**config.mk**
```make
export PLATFORM = sky130hd
export DESIGN_NAME = pid_controller_pos_inc
export DESIGN_NICKNAME = d
export VERILOG_FILES = /design/src/rtl/pci_pkg.sv /design/src/rtl/pci_mul.sv /design/src/rtl/pci_div.sv /design/src/rtl/pid_controller_pos_inc.sv
export SDC_FILE = /design/constraint.sdc
export NUM_CORES = 2
export LEC_CHECK = 0
export ABC_CLOCK_PERIOD_IN_PS = 8350
export BUFFER_PORTS_ARGS = -buffer_cell sky130_fd_sc_hd__buf_2
export CORE_ASPECT_RATIO = 0.6
export CORE_UTILIZATION = 45
export DETAILED_ROUTE_END_ITERATION = 6
export HOLD_SLACK_MARGIN = 0.1
export PLACE_DENSITY = 0.72
export SLEW_MARGIN = 20
export SYNTH_ARGS = -nofsm -noshare
export SYNTH_HDL_FRONTEND = slang
export SYNTH_SLANG_ARGS = --single-unit
```
**constraint.sdc**
```tcl
create_clock -name clk_i -period 8.35 [get_ports clk_i]
set_input_delay 0.4175 -clock clk_i [delete_from_list [all_inputs] [get_ports clk_i]]
set_output_delay 0.4175 -clock clk_i [all_outputs]
set_load 0.01 [all_outputs]
```
**src/rtl/pci_pkg.sv**
```systemverilog
// Shared widths, register map and saturating fixed-point helpers for the PID block.
package pci_pkg;

  localparam int DW     = 32;          // data word
  localparam int FB     = 16;          // fraction bits
  localparam int AW     = DW + 3;      // exact width for short sums
  localparam int PW     = 2 * DW;      // full product / wide magnitude
  localparam int NW     = DW + FB;     // divider numerator and quotient
  localparam int CNT_W  = $clog2(NW + 1);
  localparam int ADDR_W = 5;

  localparam logic [2:0] REG_GAIN_P  = 3'd0;
  localparam logic [2:0] REG_GAIN_I  = 3'd1;
  localparam logic [2:0] REG_GAIN_D  = 3'd2;
  localparam logic [2:0] REG_LOW     = 3'd3;
  localparam logic [2:0] REG_HIGH    = 3'd4;
  localparam logic [2:0] REG_MODE    = 3'd5;

  localparam logic [DW-1:0] W_MAX = {1'b0, {(DW-1){1'b1}}};
  localparam logic [DW-1:0] W_MIN = {1'b1, {(DW-1){1'b0}}};

  function automatic logic [DW-1:0] mag(input logic [DW-1:0] v);
    mag = v[DW-1] ? (~v + 1'b1) : v;
  endfunction

  // signed word from sign and wide magnitude, saturated
  function automatic logic [DW-1:0] sat_mag(input logic neg, input logic [PW-1:0] m);
    logic [PW-1:0] lim;
    lim = {{(PW-DW){1'b0}}, W_MAX};
    if (neg) begin
      sat_mag = (m > lim) ? W_MIN : (~m[DW-1:0] + 1'b1);
    end else begin
      sat_mag = (m > lim) ? W_MAX : m[DW-1:0];
    end
  endfunction

  function automatic logic signed [AW-1:0] ext(input logic [DW-1:0] v);
    ext = $signed({{(AW-DW){v[DW-1]}}, v});
  endfunction

  function automatic logic [DW-1:0] sat_w(input logic signed [AW-1:0] v);
    if (v > ext(W_MAX)) begin
      sat_w = W_MAX;
    end else if (v < ext(W_MIN)) begin
      sat_w = W_MIN;
    end else begin
      sat_w = v[DW-1:0];
    end
  endfunction

  function automatic logic [DW-1:0] clampv(input logic [DW-1:0] v, input logic [DW-1:0] lo,
                                           input logic [DW-1:0] hi);
    if ($signed(v) > $signed(hi)) begin
      clampv = hi;
    end else if ($signed(v) < $signed(lo)) begin
      clampv = lo;
    end else begin
      clampv = v;
    end
  endfunction

endpackage

```
**src/rtl/pci_mul.sv**
```systemverilog
// Bit-serial signed Q multiplier: shift-add over the magnitudes, floor shift, saturate.
module pci_mul import pci_pkg::*; (
  input  logic          clk_i,
  input  logic          rst_ni,
  input  logic          go_i,
  input  logic [DW-1:0] a_i,
  input  logic [DW-1:0] b_i,
  output logic          done_o,
  output logic [DW-1:0] p_o
);

  logic [DW-1:0]    x_q, hi_q, lo_q;
  logic             neg_q, busy_q, fin_q;
  logic [CNT_W-1:0] cnt_q;
  logic [DW:0]      sum;
  logic [PW-1:0]    shifted, rounded;

  assign sum     = {1'b0, hi_q} + (lo_q[0] ? {1'b0, x_q} : '0);
  assign shifted = {hi_q, lo_q} >> FB;
  assign rounded = shifted + {{(PW-1){1'b0}}, (neg_q && (|lo_q[FB-1:0]))};

  always_ff @(posedge clk_i or negedge rst_ni) begin
    if (!rst_ni) begin
      busy_q <= 1'b0;
      fin_q  <= 1'b0;
      done_o <= 1'b0;
      cnt_q  <= '0;
      x_q    <= '0;
      hi_q   <= '0;
      lo_q   <= '0;
      neg_q  <= 1'b0;
      p_o    <= '0;
    end else begin
      done_o <= 1'b0;
      fin_q  <= 1'b0;
      if (go_i) begin
        x_q    <= mag(a_i);
        lo_q   <= mag(b_i);
        hi_q   <= '0;
        neg_q  <= a_i[DW-1] ^ b_i[DW-1];
        cnt_q  <= CNT_W'(DW);
        busy_q <= 1'b1;
      end else if (busy_q) begin
        hi_q  <= sum[DW:1];
        lo_q  <= {sum[0], lo_q[DW-1:1]};
        cnt_q <= cnt_q - 1'b1;
        if (cnt_q == CNT_W'(1)) begin
          busy_q <= 1'b0;
          fin_q  <= 1'b1;
        end
      end
      if (fin_q) begin
        p_o    <= sat_mag(neg_q, rounded);
        done_o <= 1'b1;
      end
    end
  end

endmodule

```
**src/rtl/pci_div.sv**
```systemverilog
// Bit-serial restoring divider: (a << FB) / d truncated toward zero, saturated.
module pci_div import pci_pkg::*; (
  input  logic          clk_i,
  input  logic          rst_ni,
  input  logic          go_i,
  input  logic [DW-1:0] a_i,
  input  logic [DW-1:0] d_i,
  output logic          done_o,
  output logic [DW-1:0] q_o
);

  logic [NW-1:0]    n_q;
  logic [DW-1:0]    dv_q, rem_q;
  logic             neg_q, busy_q, fin_q;
  logic [CNT_W-1:0] cnt_q;
  logic [DW:0]      r2, diff;
  logic             ge;

  assign r2   = {rem_q, n_q[NW-1]};
  assign ge   = r2 >= {1'b0, dv_q};
  assign diff = r2 - {1'b0, dv_q};

  always_ff @(posedge clk_i or negedge rst_ni) begin
    if (!rst_ni) begin
      busy_q <= 1'b0;
      fin_q  <= 1'b0;
      done_o <= 1'b0;
      cnt_q  <= '0;
      n_q    <= '0;
      dv_q   <= '0;
      rem_q  <= '0;
      neg_q  <= 1'b0;
      q_o    <= '0;
    end else begin
      done_o <= 1'b0;
      fin_q  <= 1'b0;
      if (go_i) begin
        n_q    <= {mag(a_i), {FB{1'b0}}};
        dv_q   <= mag(d_i);
        rem_q  <= '0;
        neg_q  <= a_i[DW-1] ^ d_i[DW-1];
        cnt_q  <= CNT_W'(NW);
        busy_q <= 1'b1;
      end else if (busy_q) begin
        rem_q <= ge ? diff[DW-1:0] : r2[DW-1:0];
        n_q   <= {n_q[NW-2:0], ge};
        cnt_q <= cnt_q - 1'b1;
        if (cnt_q == CNT_W'(1)) begin
          busy_q <= 1'b0;
          fin_q  <= 1'b1;
        end
      end
      if (fin_q) begin
        q_o    <= sat_mag(neg_q, {{(PW-NW){1'b0}}, n_q});
        done_o <= 1'b1;
      end
    end
  end

endmodule

```
**src/rtl/pid_controller_pos_inc.sv**
```systemverilog
// PID controller top level: APB registers, step sequencer, output register.
// A clear goes straight to the output register; a step forms the error and then three
// products, and a positional step with nonzero gain_i first divides both limits by it.
// Throughput: one transaction at a time, set by the bit-serial multiplier (three products)
// and divider (two bounds). The next transaction can be taken in the cycle after the result
// loads, even while that result waits.
// Reset (rst_ni low, async): gains 0, limits full range, positional mode, state zero.
module pid_controller_pos_inc import pci_pkg::*; (
  input  logic              clk_i,
  input  logic              rst_ni,
  // APB config
  input  logic              psel,
  input  logic              penable,
  input  logic              pwrite,
  input  logic [ADDR_W-1:0] paddr,
  input  logic [31:0]       pwdata,
  output logic [31:0]       prdata,
  output logic              pready,
  // input stream
  input  logic              s_axis_tvalid,
  output logic              s_axis_tready,
  input  logic [2*DW-1:0]   s_axis_tdata,   // [DW-1:0] setpoint, [2DW-1:DW] measured
  input  logic              s_axis_tuser,   // [0] op: 0 step, 1 clear
  // output stream
  output logic              m_axis_tvalid,
  input  logic              m_axis_tready,
  output logic [DW-1:0]     m_axis_tdata    // [DW-1:0] drive
);

  localparam logic [2:0] S_IDLE  = 3'd0;
  localparam logic [2:0] S_ERR   = 3'd1;
  localparam logic [2:0] S_PREP  = 3'd2;
  localparam logic [2:0] S_DIVLO = 3'd3;
  localparam logic [2:0] S_DIVHI = 3'd4;
  localparam logic [2:0] S_CLAMP = 3'd5;
  localparam logic [2:0] S_MUL   = 3'd6;
  localparam logic [2:0] S_OUT   = 3'd7;

  // config registers
  logic [DW-1:0] gain_p_q, gain_i_q, gain_d_q, low_q, high_q;
  logic          mode_q;
  logic          cfg_wr;
  logic [2:0]    cfg_idx;

  assign pready  = 1'b1;
  assign cfg_wr  = psel && penable && pwrite;
  assign cfg_idx = paddr[ADDR_W-1:2];

  always_comb begin
    case (cfg_idx)
      REG_GAIN_P: prdata = gain_p_q;
      REG_GAIN_I: prdata = gain_i_q;
      REG_GAIN_D: prdata = gain_d_q;
      REG_LOW:    prdata = low_q;
      REG_HIGH:   prdata = high_q;
      REG_MODE:   prdata = {31'd0, mode_q};
      default:    prdata = '0;
    endcase
  end

  // datapath state
  logic [2:0]    state_q;
  logic [1:0]    term_q;
  logic [DW-1:0] sp_q, ms_q, e_q, b0_q, b2_q, blo_q, bhi_q;
  logic [DW-1:0] isum_q, last_q, prev_q, out_q;
  logic          op_q, out_valid_q, mul_go_q, div_go_q;
  logic signed [AW-1:0] acc_q;

  // ordered output limits
  logic [DW-1:0] lim_lo, lim_hi;
  assign lim_lo = ($signed(low_q) > $signed(high_q)) ? high_q : low_q;
  assign lim_hi = ($signed(low_q) > $signed(high_q)) ? low_q : high_q;

  logic [DW-1:0] mul_a, mul_b, mul_p, div_q, drive;
  logic          mul_done, div_done, out_load;

  always_comb begin
    case (term_q)
      2'd0:    begin mul_a = gain_p_q; mul_b = b0_q; end
      2'd1:    begin mul_a = gain_i_q; mul_b = mode_q ? e_q : isum_q; end
      default: begin mul_a = gain_d_q; mul_b = b2_q; end
    endcase
  end

  pci_mul u_mul (
    .clk_i, .rst_ni, .go_i(mul_go_q), .a_i(mul_a), .b_i(mul_b),
    .done_o(mul_done), .p_o(mul_p)
  );

  pci_div u_div (
    .clk_i, .rst_ni, .go_i(div_go_q),
    .a_i(state_q == S_DIVLO ? lim_lo : lim_hi), .d_i(gain_i_q),
    .done_o(div_done), .q_o(div_q)
  );

  // integral bounds in order (negative gain swaps them)
  logic [DW-1:0] ib_lo, ib_hi;
  assign ib_lo = ($signed(blo_q) > $signed(bhi_q)) ? bhi_q : blo_q;
  assign ib_hi = ($signed(blo_q) > $signed(bhi_q)) ? blo_q : bhi_q;

  assign drive         = op_q ? '0 : clampv(sat_w(acc_q), lim_lo, lim_hi);
  assign out_load      = (state_q == S_OUT) && (!out_valid_q || m_axis_tready);
  assign s_axis_tready = (state_q == S_IDLE);
  assign m_axis_tvalid = out_valid_q;
  assign m_axis_tdata  = out_q;

  always_ff @(posedge clk_i or negedge rst_ni) begin
    if (!rst_ni) begin
      gain_p_q    <= '0;
      gain_i_q    <= '0;
      gain_d_q    <= '0;
      low_q       <= W_MIN;
      high_q      <= W_MAX;
      mode_q      <= 1'b0;
      state_q     <= S_IDLE;
      term_q      <= '0;
      sp_q        <= '0;
      ms_q        <= '0;
      op_q        <= 1'b0;
      e_q         <= '0;
      b0_q        <= '0;
      b2_q        <= '0;
      blo_q       <= '0;
      bhi_q       <= '0;
      isum_q      <= '0;
      last_q      <= '0;
      prev_q      <= '0;
      acc_q       <= '0;
      out_q       <= '0;
      out_valid_q <= 1'b0;
      mul_go_q    <= 1'b0;
      div_go_q    <= 1'b0;
    end else begin
      mul_go_q <= 1'b0;
      div_go_q <= 1'b0;
      if (cfg_wr) begin
        case (cfg_idx)
          REG_GAIN_P: gain_p_q <= pwdata[DW-1:0];
          REG_GAIN_I: gain_i_q <= pwdata[DW-1:0];
          REG_GAIN_D: gain_d_q <= pwdata[DW-1:0];
          REG_LOW:    low_q    <= pwdata[DW-1:0];
          REG_HIGH:   high_q   <= pwdata[DW-1:0];
          REG_MODE:   mode_q   <= pwdata[0];
          default:    ;
        endcase
      end
      if (m_axis_tready) begin
        out_valid_q <= 1'b0;
      end
      case (state_q)
        S_IDLE: begin
          if (s_axis_tvalid) begin
            sp_q    <= s_axis_tdata[DW-1:0];
            ms_q    <= s_axis_tdata[2*DW-1:DW];
            op_q    <= s_axis_tuser;
            state_q <= s_axis_tuser ? S_OUT : S_ERR;
          end
        end
        S_ERR: begin
          e_q     <= sat_w(ext(sp_q) - ext(ms_q));
          state_q <= S_PREP;
        end
        S_PREP: begin
          acc_q  <= '0;
          term_q <= 2'd0;
          if (mode_q) begin
            b0_q     <= sat_w(ext(e_q) - ext(last_q));
            b2_q     <= sat_w(ext(e_q) - (ext(last_q) <<< 1) + ext(prev_q));
            mul_go_q <= 1'b1;
            state_q  <= S_MUL;
          end else begin
            b0_q <= e_q;
            b2_q <= sat_w(ext(e_q) - ext(last_q));
            if (gain_i_q == '0) begin
              isum_q   <= '0;
              mul_go_q <= 1'b1;
              state_q  <= S_MUL;
            end else begin
              isum_q   <= sat_w(ext(isum_q) + ext(e_q));
              div_go_q <= 1'b1;
              state_q  <= S_DIVLO;
            end
          end
        end
        S_DIVLO: begin
          if (div_done) begin
            blo_q    <= div_q;
            div_go_q <= 1'b1;
            state_q  <= S_DIVHI;
          end
        end
        S_DIVHI: begin
          if (div_done) begin
            bhi_q   <= div_q;
            state_q <= S_CLAMP;
          end
        end
        S_CLAMP: begin
          isum_q   <= clampv(isum_q, ib_lo, ib_hi);
          mul_go_q <= 1'b1;
          state_q  <= S_MUL;
        end
        S_MUL: begin
          if (mul_done) begin
            acc_q <= acc_q + ext(mul_p);
            if (term_q == 2'd2) begin
              state_q <= S_OUT;
            end else begin
              term_q   <= term_q + 1'b1;
              mul_go_q <= 1'b1;
            end
          end
        end
        S_OUT: begin
          if (out_load) begin
            out_q       <= drive;
            out_valid_q <= 1'b1;
            state_q     <= S_IDLE;
            if (op_q) begin
              isum_q <= '0;
              last_q <= '0;
              prev_q <= '0;
            end else begin
              prev_q <= last_q;
              last_q <= e_q;
            end
          end
        end
        default: state_q <= S_IDLE;
      endcase
    end
  end

  // a clear transaction leaves all loop state at zero
  a_clear_zero: assert property (@(posedge clk_i) disable iff (!rst_ni)
    out_load && op_q |=> isum_q == '0 && last_q == '0 && prev_q == '0)
    else $error("clear did not zero loop state");

  // every loaded step result lies within the ordered limits (a clear gives zero)
  a_drive_range: assert property (@(posedge clk_i) disable iff (!rst_ni)
    out_load && !op_q |=> $signed(out_q) >= $signed(lim_lo) && $signed(out_q) <= $signed(lim_hi))
    else $error("drive outside limits");

  // checks that the divider is never started on a zero integral gain
  a_div_gain: assert property (@(posedge clk_i) disable iff (!rst_ni)
    div_go_q |-> gain_i_q != '0)
    else $error("divide by zero gain");

  // products only come back while the sequencer waits for them
  a_mul_state: assert property (@(posedge clk_i) disable iff (!rst_ni)
    mul_done |-> state_q == S_MUL)
    else $error("stray multiplier result");

endmodule
```
==> summary.md <==
| Metric | Value |
|---|---|
| Area growth syn-to-layout | `11.2%` |
| Buf+Inv Stages, Crit Path | `3` |
| Cell taking the most area after synthesis | `dfrtp_1` |
| Register share of total power | `40.7%` |
| Startpoint class of the critical path | `register` |
| Row count | `~100` |
| Period utilization | `between 90% and 100%` |
| Clock latency on the worst-skew pair | `720 ps` |
| Max Slew Vio Count | `0` |
| Sequential cell area | `0.0213 mm2` |
| Avg Synthesized Cell Area | `about 9 um2` |
| Internal reg-to-reg setup slack | `830 ps` |
| P_leak | `33.0 nW` |
| Detailed Routing Iterations Pass 1 | `6` |
| Largest register FFs | `48` |
| Hold Vio Cnt, Final | `0` |
| CTS tree | `built` |
| Post-route DRC violation count | `0` |
| Gr ovfl total | `0` |
| Dominant synthesized flop cell | `dfrtp_1` |
| Post-synthesis compound-gate area fraction | `20.3%` |
| Post-Synthesis Cells | `7005` |
| Fin util | `50.8%` |
| Final setup viols | `0` |
| H-tree Lvls | `3` |
| Fillers | `12400` |
| Share of layout cells above drive strength 1 | `12.1%` |
| RSZ-0062 raised after global routing | `false` |
| Crit. End Element | `register` |
| Pwr dens | `about 170 mW/mm2` |
| Asr flop ratio synth | `100%` |
| Setup TNS | `0 ps` |
| PortBufs | `172` |
| Max-cap violations | `0` |
| IR Drop Worst-Case VDD | `0.000145 V` |
| Initial DRC count | `7335` |
| Tmin final | `7520 ps` |
| HPWL Detailed | `161000 um` |
| Cell internal pwr | `7.60 mW` |
| Synth top area cells | `dfrtp_1 (33%), ha_1 (8.8%), mux2_2 (5.6%), a21oi_1 (5.2%), mux2i_1 (4.8%)` |
| Num CTS Buffers | `91` |
| Post-Route WL | `210000 um` |
| Nets | `7678` |
| Clk_skew | `29.7 ps` |
| Main combinational cell family by area after synthesis | `compound AO/OA/AOI/OAI gates` |
| Multi-input combinational cell area | `roughly 0.038 mm2` |
| Netlist Area Pre-Place | `a little over 0.06 mm2` |
| Achievable Freq | `133 MHz` |
| Tot GR Track Use | `between 20 and 30%` |
| Critical path, cell by cell | `inv_1 > ha_1 > a21o_1 > a21o_1 > a21oi_1 > o22a_1 > a31oi_1 > nor3_1 > mux2i_4 > buf_4 > mux2_2 > ha_1 > nor2b_1 > o21ai_0 > nand2b_1 > a211oi_1 > o31ai_1 > a221oi_1 > mux2_2 > xor2_2 > buf_4 > mux2i_1 > o211ai_1 > mux2_2` |
| YS warnings | `0` |
| First-pass GRT wire length | `320000 um` |
| Req. time, crit path | `8950 ps` |
| Hold Buf Count CTS | `98` |
| EDFF count, synth | `0` |
| Die area | `around 0.14 mm2` |
| Die W | `480 um` |
| Xor-xnor portion of the synthesized cell area | `5.48%` |
| Post-DP Area | `0.0645 mm2` |
| Most frequent cell after synthesis | `dfrtp_1` |
| CORE AREA | `0.135 mm2` |
| Synth top area share | `33.2%` |
| Mux cell area share after synthesis | `10.5%` |
| Antenna violation net count after detailed routing | `0` |
| Relative slew slack | `slightly below 20%` |
| Logic pwr share | `22.1%` |
| CTS resizes | `0` |
| Via/cell ratio | `6.17` |
| Post-synthesis simple-gate area fraction | `14.1%` |
| CTS Buffer Depth | `3` |
| Switching Fraction | `33.6%` |
| Biggest register | `u_div.n_q` |
| Clk sinks | `849` |
| Post-synth top cells | `dfrtp_1 (817), a21oi_1 (643), nand2_1 (617)` |
| Delay-heaviest family, CP | `multiplexers` |
| Min-Delay Path Class | `input port to register` |
| Max incr delay on CP | `960 ps` |
| Final RePlAce weighted congestion | `roughly 1` |
| Largest registers | `u_div.n_q: 48 flops, acc_q: 35 flops` |
| Initial antenna violation count | `23` |
| Number of global-route vias before repair | `roughly 52000` |
| #FFs+latches synth | `849` |
| Crit-path most repeated cell | `mux2_2` |
| Largest net degree at the start of global routing | `165` |
| Actual slew at the worst max-slew pin | `roughly 1200 ps` |
| WP data arrival | `8120 ps` |
| Root buffer cell | `clkbuf_16` |
| CP Max Fanout | `22` |
| Syn_nets | `~7600` |
| DIE HEIGHT | `289 um` |
| Netlist cell types | `81` |
| Vias | `55400` |
| Sequential fraction of the synthesis area | `34.5%` |
| Drt wl/cell | `23.4 um` |
| Psw | `3.85 mW` |
| Status | `complete, no violations` |
| Initial Util | `approximately 46%` |
| Reg clk slew, reported paths | `60 ps` |
| Finished Cell Area | `0.0685 mm2` |
| Post-synthesis adder-cell area fraction | `10.1%` |
| Critical path class | `register to register` |
| CP max-delay cell | `mux2i_4` |
| Setup repair bufs after CTS | `0` |
| I/O pins | `176` |
| Clock power share | `roughly 37%` |
[cell usage in the layout, fill, tap and decap left out, drive strengths merged, types with 77 or more instances in the layout]
cell         count
xnor2          225
dfrtp          817
nand2b          77
nor3            94
a21oi          643
clkbuf         118
o31ai          105
buf            266
a22oi           77
nor2           449
xor2           161
ha             434
nand2          617
a21o           159
mux2i          293
nand3          171
mux2           309
o21ai          519
nor2b           82
inv            459
dlygate4sd3     98
[layer usage]
layer  global-route usage (%)  vias to the layer above  share of wire [%]
li1                         -                    25300                  -
met1                     47.5                    27100                 48
met2                     37.9                     2746                 37
met3                     10.1                      258                 13
met4                     5.32                       12                1.7
met5                        0                        -              0.039
[through the flow]
stage | worst slack, ps | hold WS (ps) | instances | total power, mW
floorplan | 1010 | 122 | 7005 | 6.17
global placement | 1070 | 419 | 8707 | 7.05
detailed placement | 994 | 420 | 8707 | 7.10
CTS | 924 | 205 | 8972 | 11.4
global route | 464 | 239 | 8976 | 11.9
finish | 828 | 232 | 8981 | 11.5
[kinds of logic (layout without fill, tap and decap cells)]
kind of cell	Yosys count	count (layout)
AOI/OAI and AO/OA	2025	2025
and+or+nand+nor	1844	1844
DFF	849	849
buffers and inverters	819	985
muxes	604	604
adders and majority gates	477	477
xor gates and xnor gates	386	386
other	1	9
[power by group through the flow]
| stage | registers (mW) | logic (mW) | clock network (mW) |
|---|---|---|---|
| 3_5_place_dp | 4.70 | 2.41 | 0 |
| 2_1_floorplan | 4.51 | 1.65 | 0 |
| 6_report | 4.66 | 2.53 | 4.27 |
| 4_1_cts | 4.62 | 2.46 | 4.31 |
| 5_1_grt | 4.66 | 2.73 | 4.48 |
| 3_3_place_gp | 4.68 | 2.37 | 0 |
[worst paths after layout]
check                                   start          to  cells after the start
worst min register to register      prev_q[8]   prev_q[8]                      2
worst max register to register       bhi_q[5]  isum_q[27]                     24
min in group asynchronous              rst_ni   isum_q[6]                      2
worst min-delay path            s_axis_tvalid  state_q[0]                      6
worst max-delay path                 bhi_q[5]  isum_q[27]                     24
max in group asynchronous              rst_ni   acc_q[15]                      4
[cell type report]
type / count / area share (%)
clock inverters: 49 / 0.683
inverters: 454 / 2.49
diodes: 8 / 0.0292
clock buffers: 118 / 3.74
well taps: 1802 / 3.29
multi-input cells: 5337 / 54.8
repair buffers: 364 / 3.86
flip-flops and latches: 849 / 31.1
[worst register-to-register path, cell delays in order (launching register included)]
cell,delay [ps]
dfrtp_1,390
inv_1,70
ha_1,300
a21o_1,190
a21o_1,170
a21oi_1,340
o22a_1,210
a31oi_1,100
nor3_1,370
mux2i_4,960
buf_4,460
mux2_2,380
ha_1,180
nor2b_1,110
o21ai_0,80
nand2b_1,80
a211oi_1,70
o31ai_1,660
a221oi_1,220
mux2_2,610
xor2_2,470
buf_4,370
mux2i_1,260
o211ai_1,100
mux2_2,300
Power figures use the tool's default switching activity.
